`config.mk`:
```
export PLATFORM = sky130hd
export DESIGN_NAME = index_and_memory_inc_dec_unit
export DESIGN_NICKNAME = d
export VERILOG_FILES = /design/src/rtl/idu_pkg.sv /design/src/rtl/index_and_memory_inc_dec_unit.sv
export VERILOG_INCLUDE_DIRS = /design/src /design/src/rtl
export SDC_FILE = /design/constraint.sdc
export NUM_CORES = 1
export LEC_CHECK = 0
export ABC_CLOCK_PERIOD_IN_PS = 4800
export BUFFER_PORTS_ARGS = -buffer_cell sky130_fd_sc_hd__buf_2
export CORE_MARGIN = 3
export CORE_UTILIZATION = 35
export DETAILED_ROUTE_END_ITERATION = 8
export GPL_TIMING_DRIVEN = 0
export MAX_ROUTING_LAYER = met4
export PLACE_DENSITY = 0.47
export SYNTH_ARGS = -nofsm -noshare
export SYNTH_HDL_FRONTEND = slang
export SYNTH_SLANG_ARGS = --single-unit
export TNS_END_PERCENT = 5
```
`constraint.sdc`:
```
create_clock -name clock -period 4.8 [get_ports clock]
set_clock_uncertainty 0.15 [all_clocks]
set_input_delay 0.24 -clock clock [delete_from_list [all_inputs] [get_ports clock]]
set_output_delay 0.24 -clock clock [all_outputs]
set_load 0.05 [all_outputs]
```
`src/rtl/assert_macros.svh`:
```
// assertion helpers for the rtl, clocked on the rising edge and quiet during reset
`ifndef ASSERT_MACROS_SVH
`define ASSERT_MACROS_SVH

// same-cycle implication
`define IDU_ASSERT_NOW(label, clk, rst, ante, cons) \
   label: assert property (@(posedge clk) disable iff (rst) (ante) |-> (cons)) \
      else $error("assertion failed");

// next-cycle implication
`define IDU_ASSERT_NEXT(label, clk, rst, ante, cons) \
   label: assert property (@(posedge clk) disable iff (rst) (ante) |=> (cons)) \
      else $error("assertion failed");

`endif

```
`src/rtl/idu_pkg.sv`:
```
package idu_pkg;

   localparam int unsigned FuncWidth = 4;
   localparam int unsigned KindWidth = 2;
   localparam int unsigned BeatWidth = 3;

   typedef logic [FuncWidth-1:0] func_type;
   typedef logic [KindWidth-1:0] kind_type;
   typedef logic [BeatWidth-1:0] beat_type;

   // instruction codes
   localparam func_type FUNC_INX     = 4'd0;
   localparam func_type FUNC_INY     = 4'd1;
   localparam func_type FUNC_DEX     = 4'd2;
   localparam func_type FUNC_DEY     = 4'd3;
   localparam func_type FUNC_INC_ZP  = 4'd4;
   localparam func_type FUNC_INC_ZPX = 4'd5;
   localparam func_type FUNC_INC_ABS = 4'd6;
   localparam func_type FUNC_INC_ABX = 4'd7;
   localparam func_type FUNC_DEC_ZP  = 4'd8;
   localparam func_type FUNC_DEC_ZPX = 4'd9;
   localparam func_type FUNC_DEC_ABS = 4'd10;
   localparam func_type FUNC_DEC_ABX = 4'd11;
   localparam func_type FUNC_LOAD_PC = 4'd12;
   localparam func_type FUNC_LOAD_XY = 4'd13;

   // addressing modes of the memory forms
   localparam logic [1:0] MODE_ZP  = 2'd0;
   localparam logic [1:0] MODE_ZPX = 2'd1;
   localparam logic [1:0] MODE_ABS = 2'd2;
   localparam logic [1:0] MODE_ABX = 2'd3;

   // bus cycle kinds
   localparam kind_type KIND_READ  = 2'd0;
   localparam kind_type KIND_WRITE = 2'd1;
   localparam kind_type KIND_NONE  = 2'd2;

   localparam logic [7:0] BYTE_ONES = 8'hFF;

   // one instruction held while its beats go out
   typedef struct packed {
      func_type    func;
      logic [7:0]  lo;
      logic [7:0]  hi;
      logic [7:0]  mem;
      logic [7:0]  new_value;
      logic [15:0] pc;
      logic [7:0]  x_old;
      logic [7:0]  new_x;
      logic [7:0]  new_y;
      logic        new_z;
      logic        new_n;
   } job_type;

endpackage

```
`src/rtl/index_and_memory_inc_dec_unit.sv`:
```
// increment / decrement unit of a small 8-bit processor core
//
// req channel: one beat per instruction (func, operand bytes, the byte the
//   target address returns). func 14 and 15 are taken and dropped.
// rsp channel: one beat per bus cycle of the instruction, in bus order;
//   last_cycle marks the final beat. x, y, z and n on every beat are the
//   values after the instruction.
// a taken req beat is held in the job register; its beats then pass through
//   the output register. throughput: one rsp beat per cycle while rsp_ready
//   is high; an instruction has as many beats as bus cycles: 1 for register
//   forms and loads, 4 for zero page, 5 for zero page x and absolute, 6 for
//   absolute x. the single output register sets this rate.
// the next req beat is taken in the same cycle the last rsp beat of the
//   current instruction moves into the output register, so one-beat
//   instructions stream at one per cycle while rsp_ready stays high.
// stall: while rsp_ready is low the output register holds its beat, the beat
//   sequencer stops and req_ready drops once the held instruction is pending.
// reset: x, y, pc, z and n clear to zero, nothing is in flight.
module index_and_memory_inc_dec_unit (
   input  logic                   clock,
   input  logic                   reset,
   input  logic                   req_valid,
   output logic                   req_ready,
   input  idu_pkg::func_type      req_func,
   input  logic [7:0]             req_operand_low,
   input  logic [7:0]             req_operand_high,
   input  logic [7:0]             req_memory_value,
   output logic                   rsp_valid,
   input  logic                   rsp_ready,
   output logic [15:0]            rsp_bus_address,
   output logic [7:0]             rsp_bus_data,
   output idu_pkg::kind_type      rsp_bus_kind,
   output logic                   rsp_last_cycle,
   output logic                   rsp_zero_flag,
   output logic                   rsp_negative_flag,
   output logic [7:0]             rsp_index_x_out,
   output logic [7:0]             rsp_index_y_out
);
   import idu_pkg::*;

   `include "assert_macros.svh"

   // architectural state, updated when an instruction is taken
   logic [7:0]  index_x_ff, index_x_in;
   logic [7:0]  index_y_ff, index_y_in;
   logic [15:0] pc_ff, pc_in;
   logic        flag_z_ff, flag_z_in;
   logic        flag_n_ff, flag_n_in;

   // instruction being sequenced
   job_type     job_ff, job_in;
   logic        job_valid_ff, job_valid_in;
   beat_type    beat_ff, beat_in;

   // output register
   logic        rsp_valid_ff, rsp_valid_in;
   logic [15:0] rsp_addr_ff, rsp_addr_in;
   logic [7:0]  rsp_data_ff, rsp_data_in;
   kind_type    rsp_kind_ff, rsp_kind_in;
   logic        rsp_last_ff, rsp_last_in;
   logic        rsp_z_ff, rsp_z_in;
   logic        rsp_n_ff, rsp_n_in;
   logic [7:0]  rsp_x_ff, rsp_x_in;
   logic [7:0]  rsp_y_ff, rsp_y_in;

   logic        req_take;
   logic        req_real;
   logic        issue;
   logic        issue_last;
   logic [7:0]  acc_new_value;

   // beat decode of the held instruction
   logic        job_rmw;
   logic [1:0]  job_mode;
   beat_type    prefix_beats;
   beat_type    total_beats;
   beat_type    rmw_step;
   logic [7:0]  zpx_low;
   logic [15:0] abx_addr;
   logic [15:0] eff_addr;
   logic [15:0] beat_addr;
   logic [7:0]  beat_data;
   kind_type    beat_kind;
   logic        beat_last;

   // ---------------------------------------------------------------------
   // beat sequencing
   // ---------------------------------------------------------------------
   assign job_mode   = job_ff.func[1:0];
   assign job_rmw    = (job_ff.func >= FUNC_INC_ZP) && (job_ff.func <= FUNC_DEC_ABX);

   always_comb begin
      case (job_mode)
         MODE_ZP:  prefix_beats = beat_type'(1);
         MODE_ZPX: prefix_beats = beat_type'(2);
         MODE_ABS: prefix_beats = beat_type'(2);
         default:  prefix_beats = beat_type'(3);
      endcase
   end

   // read, dummy write of the old value, write of the new value
   assign total_beats = job_rmw ? (prefix_beats + beat_type'(3)) : beat_type'(1);
   assign beat_last   = (beat_ff == (total_beats - beat_type'(1)));
   assign rmw_step    = beat_ff - prefix_beats;

   assign zpx_low  = job_ff.lo + job_ff.x_old;
   assign abx_addr = {job_ff.hi, job_ff.lo} + {8'h00, job_ff.x_old};

   always_comb begin
      case (job_mode)
         MODE_ZP:  eff_addr = {8'h00, job_ff.lo};
         MODE_ZPX: eff_addr = {8'h00, zpx_low};
         MODE_ABS: eff_addr = {job_ff.hi, job_ff.lo};
         default:  eff_addr = abx_addr;
      endcase
   end

   always_comb begin
      beat_addr = 16'h0000;
      beat_data = 8'h00;
      beat_kind = KIND_READ;
      if (!job_rmw) begin
         // register forms do a dummy read at pc, loads do no bus cycle
         if ((job_ff.func == FUNC_LOAD_PC) || (job_ff.func == FUNC_LOAD_XY)) begin
            beat_kind = KIND_NONE;
         end else begin
            beat_addr = job_ff.pc;
         end
      end else if (beat_ff < prefix_beats) begin
         case (beat_ff)
            beat_type'(0): begin
               beat_addr = job_ff.pc;
               beat_data = job_ff.lo;
            end
            beat_type'(1): begin
               if (job_mode == MODE_ZPX) begin
                  // dummy read of the unindexed zero page address
                  beat_addr = {8'h00, job_ff.lo};
               end else begin
                  beat_addr = job_ff.pc + 16'd1;
                  beat_data = job_ff.hi;
               end
            end
            default: begin
               // dummy read before the carry into the high byte
               beat_addr = {job_ff.hi, zpx_low};
            end
         endcase
      end else begin
         beat_addr = eff_addr;
         case (rmw_step)
            beat_type'(0): begin
               beat_data = job_ff.mem;
               beat_kind = KIND_READ;
            end
            beat_type'(1): begin
               beat_data = job_ff.mem;
               beat_kind = KIND_WRITE;
            end
            default: begin
               beat_data = job_ff.new_value;
               beat_kind = KIND_WRITE;
            end
         endcase
      end
   end

   // ---------------------------------------------------------------------
   // handshakes
   // ---------------------------------------------------------------------
   assign issue      = job_valid_ff && (!rsp_valid_ff || rsp_ready);
   assign issue_last = issue && beat_last;
   assign req_ready  = !job_valid_ff || issue_last;
   assign req_take   = req_valid && req_ready;
   assign req_real   = req_take && (req_func <= FUNC_LOAD_XY);

   // ---------------------------------------------------------------------
   // execute at accept: new state and the held job
   // ---------------------------------------------------------------------
   assign acc_new_value = req_memory_value + (req_func[3] ? BYTE_ONES : 8'h01);

   always_comb begin
      index_x_in = index_x_ff;
      index_y_in = index_y_ff;
      pc_in      = pc_ff;
      flag_z_in  = flag_z_ff;
      flag_n_in  = flag_n_ff;
      if (req_real) begin
         case (req_func) inside
            FUNC_INX: begin
               index_x_in = index_x_ff + 8'h01;
               flag_z_in  = (index_x_in == 8'h00);
               flag_n_in  = index_x_in[7];
            end
            FUNC_INY: begin
               index_y_in = index_y_ff + 8'h01;
               flag_z_in  = (index_y_in == 8'h00);
               flag_n_in  = index_y_in[7];
            end
            FUNC_DEX: begin
               index_x_in = index_x_ff + BYTE_ONES;
               flag_z_in  = (index_x_in == 8'h00);
               flag_n_in  = index_x_in[7];
            end
            FUNC_DEY: begin
               index_y_in = index_y_ff + BYTE_ONES;
               flag_z_in  = (index_y_in == 8'h00);
               flag_n_in  = index_y_in[7];
            end
            FUNC_LOAD_PC: begin
               pc_in = {req_operand_high, req_operand_low};
            end
            FUNC_LOAD_XY: begin
               index_x_in = req_operand_low;
               index_y_in = req_operand_high;
            end
            default: begin
               // memory forms: one or two operand fetches advance pc
               pc_in     = pc_ff + (req_func[1] ? 16'd2 : 16'd1);
               flag_z_in = (acc_new_value == 8'h00);
               flag_n_in = acc_new_value[7];
            end
         endcase
      end
   end

   always_comb begin
      job_in       = job_ff;
      job_valid_in = job_valid_ff;
      beat_in      = beat_ff;
      if (issue) begin
         beat_in = beat_ff + beat_type'(1);
         if (beat_last) begin
            job_valid_in = 1'b0;
         end
      end
      if (req_take) begin
         job_valid_in = req_real;
         beat_in      = beat_type'(0);
      end
      if (req_real) begin
         job_in.func      = req_func;
         job_in.lo        = req_operand_low;
         job_in.hi        = req_operand_high;
         job_in.mem       = req_memory_value;
         job_in.new_value = acc_new_value;
         job_in.pc        = pc_ff;
         job_in.x_old     = index_x_ff;
         job_in.new_x     = index_x_in;
         job_in.new_y     = index_y_in;
         job_in.new_z     = flag_z_in;
         job_in.new_n     = flag_n_in;
      end
   end

   // ---------------------------------------------------------------------
   // output register
   // ---------------------------------------------------------------------
   always_comb begin
      rsp_valid_in = rsp_valid_ff && !rsp_ready;
      rsp_addr_in  = rsp_addr_ff;
      rsp_data_in  = rsp_data_ff;
      rsp_kind_in  = rsp_kind_ff;
      rsp_last_in  = rsp_last_ff;
      rsp_z_in     = rsp_z_ff;
      rsp_n_in     = rsp_n_ff;
      rsp_x_in     = rsp_x_ff;
      rsp_y_in     = rsp_y_ff;
      if (issue) begin
         rsp_valid_in = 1'b1;
         rsp_addr_in  = beat_addr;
         rsp_data_in  = beat_data;
         rsp_kind_in  = beat_kind;
         rsp_last_in  = beat_last;
         rsp_z_in     = job_ff.new_z;
         rsp_n_in     = job_ff.new_n;
         rsp_x_in     = job_ff.new_x;
         rsp_y_in     = job_ff.new_y;
      end
   end

   always_ff @(posedge clock) begin
      if (reset) begin
         index_x_ff   <= 8'h00;
         index_y_ff   <= 8'h00;
         pc_ff        <= 16'h0000;
         flag_z_ff    <= 1'b0;
         flag_n_ff    <= 1'b0;
         job_valid_ff <= 1'b0;
         beat_ff      <= beat_type'(0);
         rsp_valid_ff <= 1'b0;
      end else begin
         index_x_ff   <= index_x_in;
         index_y_ff   <= index_y_in;
         pc_ff        <= pc_in;
         flag_z_ff    <= flag_z_in;
         flag_n_ff    <= flag_n_in;
         job_valid_ff <= job_valid_in;
         beat_ff      <= beat_in;
         rsp_valid_ff <= rsp_valid_in;
      end
   end

   // payload, no reset needed
   always_ff @(posedge clock) begin
      job_ff      <= job_in;
      rsp_addr_ff <= rsp_addr_in;
      rsp_data_ff <= rsp_data_in;
      rsp_kind_ff <= rsp_kind_in;
      rsp_last_ff <= rsp_last_in;
      rsp_z_ff    <= rsp_z_in;
      rsp_n_ff    <= rsp_n_in;
      rsp_x_ff    <= rsp_x_in;
      rsp_y_ff    <= rsp_y_in;
   end

   assign rsp_valid         = rsp_valid_ff;
   assign rsp_bus_address   = rsp_addr_ff;
   assign rsp_bus_data      = rsp_data_ff;
   assign rsp_bus_kind      = rsp_kind_ff;
   assign rsp_last_cycle    = rsp_last_ff;
   assign rsp_zero_flag     = rsp_z_ff;
   assign rsp_negative_flag = rsp_n_ff;
   assign rsp_index_x_out   = rsp_x_ff;
   assign rsp_index_y_out   = rsp_y_ff;

   // ---------------------------------------------------------------------
   // assertions
   // ---------------------------------------------------------------------
   // the beat counter never runs past the instruction's bus cycles
   `IDU_ASSERT_NOW(a_beat_in_range, clock, reset, job_valid_ff, beat_ff < total_beats)
   // a taken instruction starts sequencing at its first beat
   `IDU_ASSERT_NEXT(a_job_starts, clock, reset, req_real, job_valid_ff && (beat_ff == 3'd0))
   // the last beat frees the slot unless a new instruction came in
   `IDU_ASSERT_NEXT(a_job_retires, clock, reset, issue_last && !req_real, !job_valid_ff)
   // the beat moved out always carries the current instruction's last flag
   `IDU_ASSERT_NEXT(a_last_marked, clock, reset, issue, rsp_valid && (rsp_last_cycle == $past(beat_last)))

endmodule

```
Yosys cells after proc, flatten, opt, wreduce, memory -nomap -nowiden
Index checks and enable logic that the tools add are counted.
{"block": "totals", "ff_bits": 162, "wordCells": 141, "output_inout_bits": 47}
{"block": "classes", "add_sub_neg": 13, "bitwise": 4, "n_eq_ne": 13, "n_reduce_logical": 28, "muxes": 52, "n_lt_le_gt_ge": 4}
{"operator": "$mux 8", "n": 18}
{"operator": "$mux 16", "n": 6}
{"operator": "$pmux 16 s3", "n": 1}
{"operator": "$logic_not 8->1", "n": 5}
{"operator": "$pmux 16 s2", "n": 1}
{"operator": "$mux 1", "n": 19}
{"operator": "$add 16x1->16 const B", "n": 1}
{"operator": "$add 16x2->16", "n": 1}
{"operator": "$add 16x8->16", "n": 1}
{"operator": "$add 8x1->8 const B", "n": 2}
{"operator": "$add 8x8->8", "n": 2}
{"operator": "$add 8x8->8 const B", "n": 2}
{"operator": "$eq 4x4->1 const B", "n": 4}
{"operator": "$pmux 8 s2", "n": 1}
{"operator": "$eq 4x2->1 const B", "n": 2}
{"operator": "$le 4x4->1 const B", "n": 2}
{"operator": "$mux 2", "n": 4}
{"operator": "$eq 3x1->1 const B", "n": 2}
{"operator": "$logic_and 1x1->1", "n": 6}
{"operator": "$logic_not 3->1", "n": 2}
{"operator": "$reduce_and 6->1", "n": 1}
{"operator": "$reduce_or 2->1", "n": 3}
{"operator": "$eq 4x1->1 const B", "n": 1}
{"operator": "$ge 4x3->1 const B", "n": 1}
{"operator": "18 further kinds", "n": 26}

Depth between registers and ports, before layout
{"block": "logic_depth", "word_depth": 12, "depth_mapped": 14, "mapped_depth_nobuf": 12}

Worst setup path after synthesis
No wires, ideal clock.
{"block": "synth_timing", "kind": "register to register", "start": "reg job_ff[76] (netlist bit)", "end": "reg job_ff[0] (netlist bit), data pin", "t_arrival_ns": 3.327, "n_path_buf": 2, "synth_period_minus_slack_ns": 3.752, "stages_incl_launch_ff": 14, "path_slack_ns": 1.048, "setup_ns": 0.275, "cell_sequence": "edfxtp_1 -> ha_1 -> buf_4 -> clkbuf_1 -> nand2_1 -> ha_1 -> xor2_1 -> xnor2_1 -> a41oi_2 -> inv_2 -> nand2_2 -> inv_2 -> and3_1 -> a21oi_1"}
{"block": "synth_between", "elab_chain_len": 10, "word_cells_on_any_way": 11, "classes_between": "add/sub: 1; order compare: 2; eq/ne: 1; mux: 2; reduce/logical: 5"}
{"item": "start, declared", "line_no": "index_and_memory_inc_dec_unit.sv:51", "rtl": "job_type job_ff, job_in;"}
{"item": "start signal, assigned", "line_no": "index_and_memory_inc_dec_unit.sv:306", "rtl": "job_ff <= job_in;"}
{"item": "$ge 4x3->1 or $le 4x4->1 (tied branches)", "line_no": "index_and_memory_inc_dec_unit.sv:90", "rtl": "assign job_rmw = (job_ff.func >= FUNC_INC_ZP) && (job_ff.func <= FUNC_DEC_ABX);"}
{"item": "$logic_and 1x1->1 (*)", "line_no": "index_and_memory_inc_dec_unit.sv:90"}
{"item": "net job_rmw", "line_no": "index_and_memory_inc_dec_unit.sv:73", "rtl": "logic job_rmw;"}
{"item": "$mux 3 (*)", "line_no": "index_and_memory_inc_dec_unit.sv:102", "rtl": "assign total_beats = job_rmw ? (prefix_beats + beat_type'(3)) : beat_type'(1);"}
{"item": "$sub 3x1->3 (*)", "line_no": "index_and_memory_inc_dec_unit.sv:103", "rtl": "assign beat_last = (beat_ff == (total_beats - beat_type'(1)));"}
{"item": "$eq 3x3->1 (*)", "line_no": "index_and_memory_inc_dec_unit.sv:103"}
{"item": "$logic_and 1x1->1 (*)", "line_no": "index_and_memory_inc_dec_unit.sv:172", "rtl": "assign issue_last = issue && beat_last;"}
{"item": "$logic_or 1x1->1 (*)", "line_no": "index_and_memory_inc_dec_unit.sv:173", "rtl": "assign req_ready = !job_valid_ff || issue_last;"}
{"item": "$logic_and 1x1->1 (*)", "line_no": "index_and_memory_inc_dec_unit.sv:174", "rtl": "assign req_take = req_valid && req_ready;"}
{"item": "$logic_and 1x1->1 (*)", "line_no": "index_and_memory_inc_dec_unit.sv:175", "rtl": "assign req_real = req_take && (req_func <= FUNC_LOAD_XY);"}
{"item": "$mux 1 (*)", "line_no": "index_and_memory_inc_dec_unit.sv:188", "rtl": "if (req_real) begin"}
{"item": "net flag_n_in", "line_no": "index_and_memory_inc_dec_unit.sv:48", "rtl": "logic flag_n_ff, flag_n_in;"}
Mark *: on every way through the listed nets, which the timed path passes. The rest lies on a longest branch.
A chain may end at the register's enable or synchronous reset.

Worst setup path after layout
Ends and elaborated chain as after synthesis.

==> flow_metrics.tcl <==
set metrics [dict create \
    status "finished, final reports clean" \
    post-route-min-period_ps 4070 \
    clkTransAtPathRegs_ps 70 \
    synth_warnings 0 \
    grt_pass1_vias 7845 \
    cp-end-kind "register" \
    grt_pass1_wl_mm 46.5 \
    slew_headroom 0.280 \
    hold_viol 0 \
    synth_area_mm2 0.00944 \
    drv_slew 0 \
    synth_edf_count 123 \
    critPathRequiredTime_ps 4810 \
    final_layout_size_suffix_gt1_frac 0.147 \
    drt_iter0_drc 785 \
    hold_path_class "in2reg" \
    power_density_mw_per_mm2 357 \
    ys_seq_elements 162 \
    clk_path_buf_depth 2 \
    worst_hold_slack_ps 22.1 \
    post_cts_buffers 0 \
    grt_use_met3 0.0321 \
    synthArstFlopShare 0 \
    synthMostInstantiatedCell "edfxtp_1" \
    setup_ws_ps 733 \
    max-vdd-ir-drop_v 0.000185 \
    die_h_um 170 \
    top_usage_layer "met2" \
    yosysSeqAreaShare 0.474 \
    syn_inst 924 \
    grt_max_degree 67 \
    diodes 0 \
    ys.flop_type "edfxtp_1" \
    fillerInstances 2594 \
    cp_max_fo 66 \
    cts_buffers 17 \
    cts.sinks 162 \
    syn_nets 997 \
    synthTopCellsByCount "123 x edfxtp_1, 70 x nand2_1, 61 x nor2_1" \
    rows 59 \
    worst_slew_pin_slew_ps 1080 \
    clockRootBuffer "clkbuf_16" \
    avgRoutedWirePerCell_um 21.2 \
    antenna_found_initial 0 \
    num_io_pins 79 \
    grt_usage 0.215 \
    post-dp-hpwl_mm 21.9 \
    cts_tree "done" \
    die_w_um 170 \
    yosysTopAreaCellShare 0.391 \
    synthTopCellsByArea "edfxtp_1 39%, dfxtp_1 8.3%, ha_1 4.9%, nand2_1 2.8%, a21oi_1 2.8%" \
    portBuffers 77 \
    grt.met2_usage 0.337 \
    seqCellArea_mm2 0.00447 \
    multi_input_area_mm2 0.00459 \
    arrival_ps 4080 \
    gp_congestion 0.939 \
    core_area_mm2 0.0263 \
    pre_cts_ws_ps 651 \
    final_nets 1122 \
    num_vias 7975 \
    die_area_mm2 0.0290 \
    htreeDepth 4 \
    cap_viol_max_count 0 \
    critPathLaunchType "register" \
    path_class "reg2reg" \
    fin_crit_sh 0.847 \
    grt_use_met1 0.288 \
    leakagePower_nw 4.08 \
    grt_overflow 0 \
    rsz0062_at_grt "no" \
    syn_avg_cell_area_um2 10.2 \
    routed_wl_mm 29.6 \
    max_freq_mhz 246 \
    ant_nets 0 \
    clock_latency_ps 430 \
    yosysTopAreaCell "edfxtp_1" \
    drc_errors 0 \
    drt_pass1_iterations 5 \
    initial_utilization 0.359 \
    setup_viol 0 \
    area_growth_pct 17.7 \
    vias_per_cell 5.71 \
    synthDistinctLibCells 92 \
]
cell families (layout without fill, tap and decap cells):
family                     Yosys count  count (layout)  share of synthesized area
and+or+nand+nor                    302             302                      0.171
AOI/OAI and AO/OA                  272             272                      0.203
DFF                                162             162                      0.474
buffers and inverters               92             230                     0.0400
adders and majority gates           41              41                     0.0575
xor gates and xnor gates            41              41                     0.0388
muxes                               14              14                     0.0154
stage by stage:
| stage | utilization | total power [mW] | instances | TNS (ps) | cell area (um^2) |
|---|---|---|---|---|---|
| after floorplan | - | 2.39 | 924 | 0 | 9440 |
| after global placement | 0.390 | 2.68 | 1336 | -2240 | 10200 |
| after detailed placement | 0.392 | 2.68 | 1338 | 0 | 10300 |
| after CTS | 0.423 | 3.99 | 1397 | 0 | 11100 |
| after global routing | 0.423 | 4.15 | 1397 | 0 | 11100 |
| final | 0.423 | 3.96 | 1397 | 0 | 11100 |
sequential cells by signal, summed over array words and instances, names as in the netlist:
name / cells
pc_ff: 16
job_valid_ff: 1
rsp_valid: 1
job_ff: 78
rsp_negative_flag: 1
beat_ff: 3
flag_n_ff: 1
index_x_ff: 8
rsp_index_y_out: 8
flag_z_ff: 1
rsp_index_x_out: 8
index_y_ff: 8
rsp_zero_flag: 1
rsp_last_cycle: 1
rsp_bus_kind: 2
rsp_bus_data: 8
rsp_bus_address: 16
area by class of cell:
cell class / instances / share of cell area
clock buffer: 19 / 0.0399
inverter: 30 / 0.0104
multi-input combinational: 670 / 0.413
clock inverter: 13 / 0.00935
timing repair buffer: 106 / 0.0633
buffer: 62 / 0.0239
tap: 335 / 0.0377
sequential: 162 / 0.403
report_power, final:
group,switching [mW],internal [mW],total (mW)
Combinational,0.629,0.302,0.931
Sequential,0.0741,1.67,1.74
Clock,0.605,0.686,1.29
Total,1.31,2.65,3.96
final timing paths:
kind | cells after the start | startpoint | endpoint | slack (ps)
max | 14 | job_ff[76]$_DFFE_PN_ | job_ff[0]$_DFFE_PN_ | 730
min | 1 | req_func[3] | job_ff[77]$_DFFE_PN_ | 20
max reg2reg | 14 | job_ff[76]$_DFFE_PN_ | job_ff[0]$_DFFE_PN_ | 730
min reg2reg | 0 | job_ff[9]$_DFFE_PN_ | rsp_index_y_out[7]$_DFFE_PP_ | 270
per-layer routing:
metal	vias to the layer above	wire [um]
li1	3805	-
met1	3843	13500
met2	279	13900
met3	48	1390
met4	0	776
met5	-	0
cells in the final DEF (no fill, tap or decap), types with 13 or more instances in the layout:
| cell type | n |
|---|---|
| buf_2 | 94 |
| and2_1 | 15 |
| nor2_1 | 61 |
| xnor2_1 | 18 |
| clkbuf_16 | 17 |
| and3_1 | 13 |
| clkbuf_1 | 40 |
| o22ai_1 | 14 |
| dlygate4sd3_1 | 27 |
| a22oi_1 | 17 |
| dfxtp_1 | 39 |
| ha_1 | 37 |
| o21ai_0 | 49 |
| a21oi_1 | 52 |
| xor2_1 | 22 |
| nand2_1 | 70 |
| a31oi_1 | 13 |
| edfxtp_1 | 123 |
| nand3_1 | 34 |
| nor3_1 | 22 |
| inv_1 | 27 |
worst max-delay path, stage by stage (launching register included):
cell and delay [ps]:
edfxtp_1 380, ha_1 370, buf_4 200, clkbuf_1 420
nand2_1 100, ha_1 210, xor2_1 150, xnor2_1 220
a41oi_2 290, inv_2 150, nand2_2 180, inv_4 330
buf_16 330, and3_1 230, a21oi_1 80
repair_timing:
| action | in CTS | in global routing |
|---|---|---|
| resized for setup | 0 | 0 |
| hold endpoints to repair | 29 | 0 |
| hold buffers | 27 | 0 |
(Power assumes the default switching activity.)
